`config.mk`:
```
export PLATFORM = sky130hd
export DESIGN_NAME = motorized_fader_position_control_unit
export DESIGN_NICKNAME = d
export VERILOG_FILES = /design/src/hw/rtl/mfpc_pkg.sv /design/src/hw/rtl/mfpc_sdiv.sv /design/src/hw/rtl/motorized_fader_position_control_unit.sv
export SDC_FILE = /design/constraint.sdc
export NUM_CORES = 1
export LEC_CHECK = 0
export CAP_MARGIN = 10
export CORE_ASPECT_RATIO = 1.1
export CORE_MARGIN = 3
export CORE_UTILIZATION = 40
export CTS_CLUSTER_SIZE = 14
export DETAILED_ROUTE_END_ITERATION = 16
export DONT_BUFFER_PORTS = 1
export GPL_ROUTABILITY_DRIVEN = 0
export PLACE_DENSITY = 0.51
export SYNTH_ARGS = -nofsm -noshare
export SYNTH_HDL_FRONTEND = slang
export SYNTH_SLANG_ARGS = --single-unit
export TNS_END_PERCENT = 20
```
`constraint.sdc`:
```
create_clock -name clk -period 17 [get_ports clk]
set_input_delay 1.7 -clock clk [delete_from_list [all_inputs] [get_ports clk]]
set_output_delay 1.7 -clock clk [all_outputs]
set_load 0.03 [all_outputs]
```
`src/hw/rtl/mfpc_pkg.sv`:
```
package mfpc_pkg;

    localparam int VAL_W    = 10;
    localparam int ANG_W    = 16;
    localparam int SPD_W    = 8;
    localparam int CFG_W    = 16;
    localparam int CFG_IDX_W = 3;

    // |pos * span| fits 26 bits, |err| * 154 fits 18 bits
    localparam int PROD_A_W = 26;
    localparam int PROD_S_W = 18;

    localparam logic [SPD_W-1:0] SPD_LOW  = 8'd42;
    localparam logic [SPD_W-1:0] SPD_HIGH = 8'd196;
    localparam logic [SPD_W-1:0] SPD_SPAN = 8'd154;

    localparam logic OP_SET  = 1'b0;
    localparam logic OP_TICK = 1'b1;

    localparam logic [CFG_IDX_W-1:0] CFG_VALUE_MAX    = 3'd0;
    localparam logic [CFG_IDX_W-1:0] CFG_ANGLE_MIN    = 3'd1;
    localparam logic [CFG_IDX_W-1:0] CFG_ANGLE_MAX    = 3'd2;
    localparam logic [CFG_IDX_W-1:0] CFG_NOISE_THR    = 3'd3;
    localparam logic [CFG_IDX_W-1:0] CFG_POSITION_THR = 3'd4;
    localparam logic [CFG_IDX_W-1:0] CFG_MOTOR_PRES   = 3'd5;

    typedef enum logic [1:0] {
        CMD_NONE = 2'd0,
        CMD_FWD  = 2'd1,
        CMD_BACK = 2'd2,
        CMD_STOP = 2'd3
    } cmd_t;

endpackage

```
`src/hw/rtl/mfpc_sdiv.sv`:
```
module mfpc_sdiv #(
    parameter int NUM_W = 26
) (
    input  logic                       clk,
    input  logic                       rst_n,
    input  logic                       start,
    input  logic [NUM_W-1:0]           dividend,
    input  logic [mfpc_pkg::VAL_W-1:0] divisor,
    output logic                       busy,
    output logic [NUM_W-1:0]           quotient
);

    localparam int CNT_W = $clog2(NUM_W + 1);

    logic                       busy_reg;
    logic [CNT_W-1:0]           cnt_reg;
    logic [mfpc_pkg::VAL_W-1:0] rem_reg;
    logic [mfpc_pkg::VAL_W-1:0] rem_next;
    logic [mfpc_pkg::VAL_W-1:0] div_reg;
    logic [NUM_W-1:0]           quo_reg;
    logic [NUM_W-1:0]           quo_next;
    logic [mfpc_pkg::VAL_W:0]   trial;
    logic [mfpc_pkg::VAL_W:0]   diff;
    logic                       fits;

    // restoring step: dividend bits shift out the top, quotient bits shift in below
    always_comb
    begin
        trial    = {rem_reg, quo_reg[NUM_W-1]};
        diff     = trial - {1'b0, div_reg};
        fits     = (trial >= {1'b0, div_reg});
        rem_next = fits ? diff[mfpc_pkg::VAL_W-1:0] : trial[mfpc_pkg::VAL_W-1:0];
        quo_next = {quo_reg[NUM_W-2:0], fits};
    end

    always_ff @(posedge clk or negedge rst_n)
    begin
        if (!rst_n)
        begin
            busy_reg <= 1'b0;
            cnt_reg  <= '0;
        end
        else if (start)
        begin
            busy_reg <= 1'b1;
            cnt_reg  <= CNT_W'(NUM_W);
        end
        else if (busy_reg)
        begin
            cnt_reg  <= cnt_reg - 1'b1;
            busy_reg <= (cnt_reg != CNT_W'(1));
        end
    end

    always_ff @(posedge clk)
    begin
        if (start)
        begin
            rem_reg <= '0;
            quo_reg <= dividend;
            div_reg <= divisor;
        end
        else if (busy_reg)
        begin
            rem_reg <= rem_next;
            quo_reg <= quo_next;
        end
    end

    assign busy     = busy_reg;
    assign quotient = quo_reg;

endmodule

```
`src/hw/rtl/motorized_fader_position_control_unit.sv`:
```
// Motorized fader position controller. A request with operation 0 arms a move toward
// target_value; a request with operation 1 brings a converter sample, updates the
// denoised position and, while a move is active, issues a drive command and speed.
// Every request returns one result with the position mapped onto the angle range.
// One request is processed at a time: it passes the evaluation, multiply and divider
// start states, then the bit-serial divider (one quotient bit per cycle over the
// 26-bit angle product), then the result load, which waits while an earlier result
// is still unaccepted. The next request is accepted as soon as the result is
// registered, even while it waits for out_ready. Configuration writes take effect at
// once and are meant for idle periods only.
module motorized_fader_position_control_unit (
    input  logic                           clk,
    input  logic                           rst_n,

    input  logic                           in_valid,
    output logic                           in_ready,
    input  logic                           operation,
    input  logic [mfpc_pkg::VAL_W-1:0]     target_value,
    input  logic [mfpc_pkg::VAL_W-1:0]     adc_reading,

    output logic                           out_valid,
    input  logic                           out_ready,
    output logic [mfpc_pkg::VAL_W-1:0]     position_value,
    output logic signed [mfpc_pkg::ANG_W-1:0] angle,
    output logic                           moving,
    output logic [1:0]                     motor_command,
    output logic [mfpc_pkg::SPD_W-1:0]     motor_speed,

    input  logic                           cfg_we,
    input  logic [mfpc_pkg::CFG_IDX_W-1:0] cfg_index,
    input  logic [mfpc_pkg::CFG_W-1:0]     cfg_data
);

    typedef enum logic [2:0] {
        ST_IDLE,
        ST_EVAL,
        ST_MUL,
        ST_DIVST,
        ST_DIV,
        ST_DONE
    } state_t;

    function automatic logic [mfpc_pkg::VAL_W-1:0] absdiff(
        input logic [mfpc_pkg::VAL_W-1:0] a,
        input logic [mfpc_pkg::VAL_W-1:0] b
    );
        absdiff = (a >= b) ? (a - b) : (b - a);
    endfunction

    // configuration
    logic [mfpc_pkg::VAL_W-1:0] value_max_reg;
    logic [mfpc_pkg::ANG_W-1:0] angle_min_reg;
    logic [mfpc_pkg::ANG_W-1:0] angle_max_reg;
    logic [mfpc_pkg::VAL_W-1:0] noise_thr_reg;
    logic [mfpc_pkg::VAL_W-1:0] pos_thr_reg;
    logic                       motor_pres_reg;

    // control and block state
    state_t                     state_reg;
    logic                       op_reg;
    logic [mfpc_pkg::VAL_W-1:0] cur_reg;
    logic [mfpc_pkg::VAL_W-1:0] target_reg;
    logic                       moving_reg;

    // result register
    logic                       out_valid_reg;
    logic [mfpc_pkg::VAL_W-1:0] out_pos_reg;
    logic [mfpc_pkg::ANG_W-1:0] out_angle_reg;
    logic                       out_moving_reg;
    mfpc_pkg::cmd_t             out_cmd_reg;
    logic [mfpc_pkg::SPD_W-1:0] out_speed_reg;

    // datapath
    mfpc_pkg::cmd_t               cmd_reg;
    logic [mfpc_pkg::VAL_W-1:0]   mag_reg;
    logic signed [26:0]           prod_a_reg;
    logic [mfpc_pkg::PROD_S_W-1:0] prod_s_reg;

    logic                         in_acc;
    logic                         out_free;
    logic [mfpc_pkg::VAL_W-1:0]   new_cur;
    logic [mfpc_pkg::VAL_W-1:0]   mag;
    logic                         active;
    mfpc_pkg::cmd_t               cmd_next;
    logic signed [16:0]           span;
    logic [26:0]                  prod_a_abs;
    logic                         div_start;
    logic                         busy_a;
    logic                         busy_s;
    logic [mfpc_pkg::PROD_A_W-1:0] quo_a;
    logic [mfpc_pkg::PROD_S_W-1:0] quo_s;
    logic [mfpc_pkg::ANG_W-1:0]   ang_q;
    logic [mfpc_pkg::ANG_W-1:0]   angle_next;
    logic [mfpc_pkg::SPD_W-1:0]   speed_next;

    assign in_ready  = (state_reg == ST_IDLE);
    assign in_acc    = in_valid && in_ready;
    assign out_free  = !out_valid_reg || out_ready;
    assign div_start = (state_reg == ST_DIVST);

    always_comb
    begin
        new_cur = (absdiff(adc_reading, cur_reg) >= noise_thr_reg) ? adc_reading : cur_reg;
        mag     = absdiff(target_reg, cur_reg);
        active  = (op_reg == mfpc_pkg::OP_TICK) && motor_pres_reg && moving_reg;
        if (!active)
            cmd_next = mfpc_pkg::CMD_NONE;
        else if (mag <= pos_thr_reg)
            cmd_next = mfpc_pkg::CMD_STOP;
        else if (target_reg >= cur_reg)
            cmd_next = mfpc_pkg::CMD_BACK;
        else
            cmd_next = mfpc_pkg::CMD_FWD;

        span       = $signed({angle_max_reg[mfpc_pkg::ANG_W-1], angle_max_reg})
                   - $signed({angle_min_reg[mfpc_pkg::ANG_W-1], angle_min_reg});
        prod_a_abs = prod_a_reg[26] ? 27'(-prod_a_reg) : 27'(prod_a_reg);

        // only the low bits of the quotient reach the wrapped angle
        ang_q = prod_a_reg[26] ? (mfpc_pkg::ANG_W'(0) - quo_a[mfpc_pkg::ANG_W-1:0])
                               : quo_a[mfpc_pkg::ANG_W-1:0];
        if (value_max_reg == '0)
            angle_next = angle_min_reg;
        else
            angle_next = ang_q + angle_min_reg;

        if (cmd_reg == mfpc_pkg::CMD_FWD || cmd_reg == mfpc_pkg::CMD_BACK)
        begin
            if (value_max_reg == '0 || quo_s > mfpc_pkg::PROD_S_W'(mfpc_pkg::SPD_SPAN))
                speed_next = mfpc_pkg::SPD_HIGH;
            else
                speed_next = mfpc_pkg::SPD_LOW + quo_s[mfpc_pkg::SPD_W-1:0];
        end
        else
            speed_next = '0;
    end

    always_ff @(posedge clk or negedge rst_n)
    begin
        if (!rst_n)
        begin
            value_max_reg  <= 10'd1023;
            angle_min_reg  <= 16'd0;
            angle_max_reg  <= 16'd270;
            noise_thr_reg  <= 10'd4;
            pos_thr_reg    <= 10'd8;
            motor_pres_reg <= 1'b1;
        end
        else if (cfg_we)
        begin
            case (cfg_index)
                mfpc_pkg::CFG_VALUE_MAX:    value_max_reg  <= cfg_data[mfpc_pkg::VAL_W-1:0];
                mfpc_pkg::CFG_ANGLE_MIN:    angle_min_reg  <= cfg_data;
                mfpc_pkg::CFG_ANGLE_MAX:    angle_max_reg  <= cfg_data;
                mfpc_pkg::CFG_NOISE_THR:    noise_thr_reg  <= cfg_data[mfpc_pkg::VAL_W-1:0];
                mfpc_pkg::CFG_POSITION_THR: pos_thr_reg    <= cfg_data[mfpc_pkg::VAL_W-1:0];
                mfpc_pkg::CFG_MOTOR_PRES:   motor_pres_reg <= cfg_data[0];
                default: ;
            endcase
        end
    end

    always_ff @(posedge clk or negedge rst_n)
    begin
        if (!rst_n)
        begin
            state_reg      <= ST_IDLE;
            op_reg         <= mfpc_pkg::OP_SET;
            cur_reg        <= '0;
            target_reg     <= '0;
            moving_reg     <= 1'b0;
            out_valid_reg  <= 1'b0;
            out_pos_reg    <= '0;
            out_angle_reg  <= '0;
            out_moving_reg <= 1'b0;
            out_cmd_reg    <= mfpc_pkg::CMD_NONE;
            out_speed_reg  <= '0;
        end
        else
        begin
            if (state_reg == ST_DONE && out_free)
                out_valid_reg <= 1'b1;
            else if (out_valid_reg && out_ready)
                out_valid_reg <= 1'b0;
            case (state_reg)
                ST_IDLE:
                begin
                    if (in_acc)
                    begin
                        op_reg <= operation;
                        if (operation == mfpc_pkg::OP_TICK)
                            cur_reg <= new_cur;
                        else if (!motor_pres_reg
                                 || absdiff(target_value, cur_reg) <= pos_thr_reg)
                            moving_reg <= 1'b0;
                        else
                        begin
                            target_reg <= target_value;
                            moving_reg <= 1'b1;
                        end
                        state_reg <= ST_EVAL;
                    end
                end
                ST_EVAL:
                begin
                    if (cmd_next == mfpc_pkg::CMD_STOP)
                        moving_reg <= 1'b0;
                    state_reg <= ST_MUL;
                end
                ST_MUL:   state_reg <= ST_DIVST;
                ST_DIVST: state_reg <= ST_DIV;
                ST_DIV:
                begin
                    if (!busy_a && !busy_s)
                        state_reg <= ST_DONE;
                end
                ST_DONE:
                begin
                    if (out_free)
                    begin
                        out_pos_reg    <= cur_reg;
                        out_angle_reg  <= angle_next;
                        out_moving_reg <= moving_reg;
                        out_cmd_reg    <= cmd_reg;
                        out_speed_reg  <= speed_next;
                        state_reg      <= ST_IDLE;
                    end
                end
                default: state_reg <= ST_IDLE;
            endcase
        end
    end

    always_ff @(posedge clk)
    begin
        if (state_reg == ST_EVAL)
        begin
            cmd_reg <= cmd_next;
            mag_reg <= mag;
        end
        if (state_reg == ST_MUL)
        begin
            prod_a_reg <= 27'($signed({1'b0, cur_reg})) * 27'(span);
            prod_s_reg <= mfpc_pkg::PROD_S_W'(mag_reg)
                        * mfpc_pkg::PROD_S_W'(mfpc_pkg::SPD_SPAN);
        end
    end

    mfpc_sdiv #(
        .NUM_W(mfpc_pkg::PROD_A_W)
    ) u_div_angle (
        .clk      (clk),
        .rst_n    (rst_n),
        .start    (div_start),
        .dividend (prod_a_abs[mfpc_pkg::PROD_A_W-1:0]),
        .divisor  (value_max_reg),
        .busy     (busy_a),
        .quotient (quo_a)
    );

    mfpc_sdiv #(
        .NUM_W(mfpc_pkg::PROD_S_W)
    ) u_div_speed (
        .clk      (clk),
        .rst_n    (rst_n),
        .start    (div_start),
        .dividend (prod_s_reg),
        .divisor  (value_max_reg),
        .busy     (busy_s),
        .quotient (quo_s)
    );

    assign out_valid      = out_valid_reg;
    assign position_value = out_pos_reg;
    assign angle          = $signed(out_angle_reg);
    assign moving         = out_moving_reg;
    assign motor_command  = out_cmd_reg;
    assign motor_speed    = out_speed_reg;

    // dividers never run while a new request can be taken
    a_div_idle: assert property (@(posedge clk) disable iff (!rst_n)
        state_reg == ST_IDLE |-> !busy_a && !busy_s)
        else $error("divider busy while idle");

    // a stop command always ends the move in the same result
    a_stop_clears: assert property (@(posedge clk) disable iff (!rst_n)
        out_valid_reg && out_cmd_reg == mfpc_pkg::CMD_STOP |-> !out_moving_reg)
        else $error("stop result still reports moving");

    // drive speed is in range while driving and zero otherwise
    a_speed_range: assert property (@(posedge clk) disable iff (!rst_n)
        out_valid_reg |->
            ((out_cmd_reg == mfpc_pkg::CMD_FWD || out_cmd_reg == mfpc_pkg::CMD_BACK)
                ? (out_speed_reg >= mfpc_pkg::SPD_LOW && out_speed_reg <= mfpc_pkg::SPD_HIGH)
                : (out_speed_reg == '0)))
        else $error("motor speed out of range");

endmodule
```
==> Word level (Yosys, flattened, before mapping) <==
Cells that the tools add are included.
{ "classes": {"div_mod_pow": 0, "muxes": 36, "shifts": 0, "n_reduce_logical": 33, "n_lt_le_gt_ge": 9, "mul": 2, "n_bitwise": 2, "eq_ne": 20, "add_sub_neg": 15} }
{ "op_table": {"columns": ["operator", "n"], "rows": [
  ["10-bit subtractor", 8],
  ["26-bit 2-to-1 mux", 3],
  ["10-bit 2-to-1 mux", 5],
  ["10-bit >= comparator", 4],
  ["18-bit 2-to-1 mux", 2],
  ["16-bit 2-to-1 mux", 2],
  ["11-bit by 17-bit multiplier with 27-bit output", 1],
  ["26-bit negation", 1],
  ["11-bit by 10-bit >= comparator with 1-bit output", 2],
  ["10-bit less-or-equal comparator", 2],
  ["5-bit 2-to-1 mux", 4],
  ["18-bit by 8-bit greater-than comparator with 1-bit output, second input constant", 1],
  ["3-bit case mux with 6 select lines", 1],
  ["10-bit by 7-bit multiplier with 17-bit output, second input constant", 1],
  ["16-bit by 16-bit subtractor with 17-bit output", 1],
  ["16-bit adder", 1],
  ["8-bit 2-to-1 mux", 2],
  ["2-bit AND reduction", 8],
  ["1-bit by 16-bit subtractor with 16-bit output, first input constant", 1],
  ["3-bit by 2-bit == test with 1-bit output, second input constant", 4],
  ["3-bit == test, second input constant", 4],
  ["4-bit AND reduction", 3],
  ["10-bit zero test", 1],
  ["1-bit 2-to-1 mux", 10],
  ["other kinds (18)", 45]
]} }
{ "totals": {"latch_bits": 0, "output_inout_bits": 39, "n_memories": 0, "reg_bits": 268, "elab_cells": 148, "ram_bits": 0, "rom_bits": 0} }

==> Depth between registers and ports, before layout <==
{ "depth": {"word_depth": 8, "ltp_mapped": 31, "ltp_nobuf": 30} }

==> Modules after synthesis <==
A second synthesis with hierarchy kept.
{ "unflattened": {"hier_cells": 2475, "hier_area_um2": 24178.2} }
{ "modules_own_cells": {"columns": ["module", "seq_area_each_um2", "cells_per_inst", "n_inst", "area_per_inst_um2"], "rows": [
  ["motorized_fader_position_control_unit", 4855.9, 2072, 1, 19274.7],
  ["mfpc_sdiv at u_div_angle", 1431.4, 210, 1, 2612.5],
  ["mfpc_sdiv at u_div_speed", 1191.1, 193, 1, 2290.9]
]} }

==> Worst setup path before layout <==
Ideal clock, no wire load.
{ "synth_path": {"kind": "reg2reg", "from": "register angle_max_reg[2] (netlist name)", "to": "register prod_a_reg[26], data pin", "t_arrival_ns": 7.076, "n_path_buf": 1, "setup_slack_ns": 9.663, "path_stages_with_launch": 28, "synth_period_minus_slack_ns": 7.337, "required_ns": 16.739, "setup_time_ns": 0.261, "path_cell_list": "dfstp_2 > ha_1 > nor2b_1 > o21ai_0 > a21boi_0 > o21ai_0 > a211oi_1 > o21a_1 > nor4_4 > clkbuf_1 > o21ai_0 > fa_1 > inv_1 > fa_1 > fa_1 > fa_1 > inv_1 > fa_1 > inv_1 > ha_1 > nand2_1 > o21bai_1 > a31oi_1 > nor4b_1 > o21ai_0 > a21oi_1 > nor4_1 > a311o_1"} }
{ "synth_between": {"elab_chain_len": 2} }
{ "synth_lines": {"columns": ["item", "line", "text"], "rows": [
  ["from (decl)", "motorized_fader_position_control_unit.sv:53", "logic [mfpc_pkg::ANG_W-1:0] angle_max_reg;"],
  ["from (signal assigned)", "motorized_fader_position_control_unit.sv:154", "mfpc_pkg::CFG_ANGLE_MAX: angle_max_reg <= cfg_data;"],
  ["16-bit by 16-bit subtractor with 17-bit output", "motorized_fader_position_control_unit.sv:116", "- $signed({angle_min_reg[mfpc_pkg::ANG_W-1], angle_min_reg});"],
  ["11-bit by 17-bit multiplier with 27-bit output", "motorized_fader_position_control_unit.sv:243", "prod_a_reg <= 27'($signed({1'b0, cur_reg})) * 27'(span);"],
  ["to (signal assigned)", "motorized_fader_position_control_unit.sv:243", null],
  ["to (decl)", "motorized_fader_position_control_unit.sv:76", "logic signed [26:0] prod_a_reg;"]
]} }
No other way between the ends.
A chain may end at the register's enable or synchronous reset.

==> Final worst setup path <==
{ "layout_path": {"from": "register angle_min_reg[0] (netlist name)", "to": "register prod_a_reg[26], data pin"} }
{ "layout_between": {"elab_chain_len": 2} }
{ "layout_lines": {"columns": ["item", "line", "text"], "rows": [
  ["from (decl)", "motorized_fader_position_control_unit.sv:52", "logic [mfpc_pkg::ANG_W-1:0] angle_min_reg;"],
  ["from (signal assigned)", "motorized_fader_position_control_unit.sv:153", "mfpc_pkg::CFG_ANGLE_MIN: angle_min_reg <= cfg_data;"],
  ["16-bit by 16-bit subtractor with 17-bit output", "motorized_fader_position_control_unit.sv:116", null],
  ["11-bit by 17-bit multiplier with 27-bit output", "motorized_fader_position_control_unit.sv:243", null]
]} }
No other way between the ends.

==> metrics <==
Avg Vias per Cell=5.350; post-CTS sizing=0; root buffer cell=clkbuf_16; vias=~18k; final hold violations=0; outcome=finished clean; Die Span X=240.5 um; CP max stage cell=xor2_1; Skew-Pair Late Insertion Delay=560 ps; crit-path max FO=10; Final Critical Period=8321 ps; Ys Warns=0; Crit path max-delay family=adder cells; register area share after synthesis=29.67%; Max Clk Rate=~120 MHz; Remaining Overflow, GRT=0; layout cell share with drive strength beyond 1=under 10%; Post-Route Hold Slack=484.7 ps; XOR/XNOR share of the synthesized area=5.032%; Post-synth EDFFs=110; non-filler cells, final=3,351; Max Cap Viol=0; drt drc=0; Post-Syn Instances=approximately 2.6k; hold_buf cts=0; CP Capture Type=flop; core box area=0.05923 mm2; Largest register FFs=27; HP Class=flop to flop; commonest non-fill, non-tap cells in the layout=inv_1, nand2_1, ha_1; commonest non-fill, non-tap cell in the layout=inv_1; CTS tree=yes; count of final max-slew check failures=0; adder-cell area share of the yosys netlist=approximately 27%; FF+latch area=0.007178 mm2; area delta synth->final=8.895%; largest net degree at the start of global routing=between 100 and 150; vias in the first global route=around 18k; Worst Setup Start Kind=flop; H-tree depth=2; syn avg cell area=approximately 9.4 um2; post-synth net total=about 3.0k; WL final=approximately 64,000 um; CP dominant cell by count=fa_1; CP Class=flop to flop; gr usage total=about a fifth; clock-pin slew on the worst setup and hold paths=around 60 ps; relative slew slack=about a quarter; clk sinks=approximately 270; I/O Pins=84; Fill cells=around 5.7k; CP Buf/Inv Count=3; total CTS buffers=34; setup TNS=0 ps; crit-path max cell delay=730 ps; WP data arrival=roughly 8600 ps; worst endpoint required time=17,300 ps; Yosys reg bits=about 270; Slew @ Worst Pin=between 1000 and 1500 ps; standard-cell rows=93; Die Y-Extent=approximately 260 um; final number of setup-violating endpoints=0; routed len/inst=around 19 um; count of input and output buffers=0; Fin Clk Skew=approximately 34 ps; Initial Utilization=between 40% and 50%; mapped cell area=0.02420 mm2; first-pass GRT wire length=103,300 um; Synth Flop Type=dfrtp_1; synth unique cells=80; DIE AREA=around 0.063 mm2; 1st-iter DRT viols=approximately 1.1k; Synth Area in Compound Gates=12.66%; Post-CTS Setup Repair Bufs=0; final critical-path share of the clock period=48.95%; drt pass-1 iters=6; initial antenna violation count=3; mux cell area share after synthesis=5.042%; simple-gate portion of the synthesized area=between 10% and 20%; RSZ-0062 raised after global routing=false; Post-synth ARST share=roughly half; Final Util=between 40 and 50%; multi-input logic area=0.01534 mm2; Cells after DPL=3,286; Antenna Nets Post-Route=0; largest family of logic cells by synthesized area=adder cells; DP HPWL=about 50,000 um; Final nets=between 3k and 4k; Clock Path Buffers=3
worst register-to-register path: stages, from the launching register on:
cell and delay [ps]:
dfrtp_1 420, ha_1 250, fa_1 400, nor2b_1 150, o21ai_0 110, a21boi_0 260, o21ai_0 190, a211oi_1 490
or2_2 250, xor2_1 730, nand2_1 190, fa_1 560, inv_1 50, fa_1 460, fa_1 520, fa_1 540
inv_1 50, fa_1 520, inv_1 40, ha_1 310, o21a_1 150, o21bai_1 60, a31oi_1 210, nor4b_1 330
o21ai_0 180, a21oi_1 250, nor4_1 80, a311o_1 330
logic make-up (layout without fill, tap and decap cells):
family	Yosys count	in the layout
buffers and inverters	461	479
muxes	115	115
AOI/OAI and AO/OA	488	488
xor gates and xnor gates	139	139
DFF	268	268
and+or+nand+nor	682	682
adders and majority gates	418	418
other	0	2
area by class of cell:
class                   instances  area share (%)
diodes                          2         0.01900
clock buffers                  43           3.590
clock inverters                19          0.8643
inverters                     381           5.428
multi-input cells            1842           58.22
flip-flops and latches        268           27.24
well taps                     760           3.609
repair buffers                 36           1.026
metrics by stage:
| stage | area, um2 | setup WS, ps |
|---|---|---|
| 3_3_place_gp | 25160 | 8773 |
| 3_5_place_dp | 25160 | 8726 |
| 5_1_grt | 26340 | 8130 |
| 2_1_floorplan | 24200 | 9663 |
| 6_report | 26350 | 8679 |
| 4_1_cts | 26340 | 8693 |
Yosys cell counts (all sizes together) (22+ instances only):
cell type | count | area, um2
a21o | 41 | 307.8
a21oi | 105 | 525.5
and2 | 47 | 294.0
clkbuf | 69 | 259.0
dfrtp | 121 | 3028
edfxtp | 110 | 3303
fa | 172 | 3443
ha | 246 | 3078
inv | 381 | 1430
mux2 | 55 | 619.3
mux2i | 60 | 600.6
nand2 | 308 | 1156
nand2b | 27 | 168.9
nand3 | 40 | 200.2
nor2 | 103 | 386.6
nor2b | 22 | 137.6
nor3 | 41 | 210.2
o21a | 25 | 187.7
o21ai | 176 | 880.9
xnor2 | 92 | 805.8
xor2 | 47 | 411.6
layer usage:
metal	vias to the layer above	global-route usage (%)	wire length [um]
met1	8871	28.87	30210
li1	8651	-	-
met3	71	3.550	3212
met5	-	0	0
met2	336	33.57	29810
met4	0	3.916	1022
path summary, 6_finish.rpt:
path / end / from / cells after the start / slack (ps)
max: prod_a_reg[26] / angle_min_reg[0] / 27 / 8680
min: u_div_angle.rem_reg[1] / u_div_angle.rem_reg[1] / 2 / 480
max reg2reg: prod_a_reg[26] / angle_min_reg[0] / 27 / 8680
min reg2reg: u_div_angle.rem_reg[1] / u_div_angle.rem_reg[1] / 2 / 480
max in group asynchronous: angle_max_reg[2] / rst_n / 0 / 15840
min in group asynchronous: u_div_speed.cnt_reg[2] / rst_n / 0 / 840
Power is left out: the tool's default activity adds up to more than one toggle a clock period on the data nets, which glitch-free logic cannot reach.
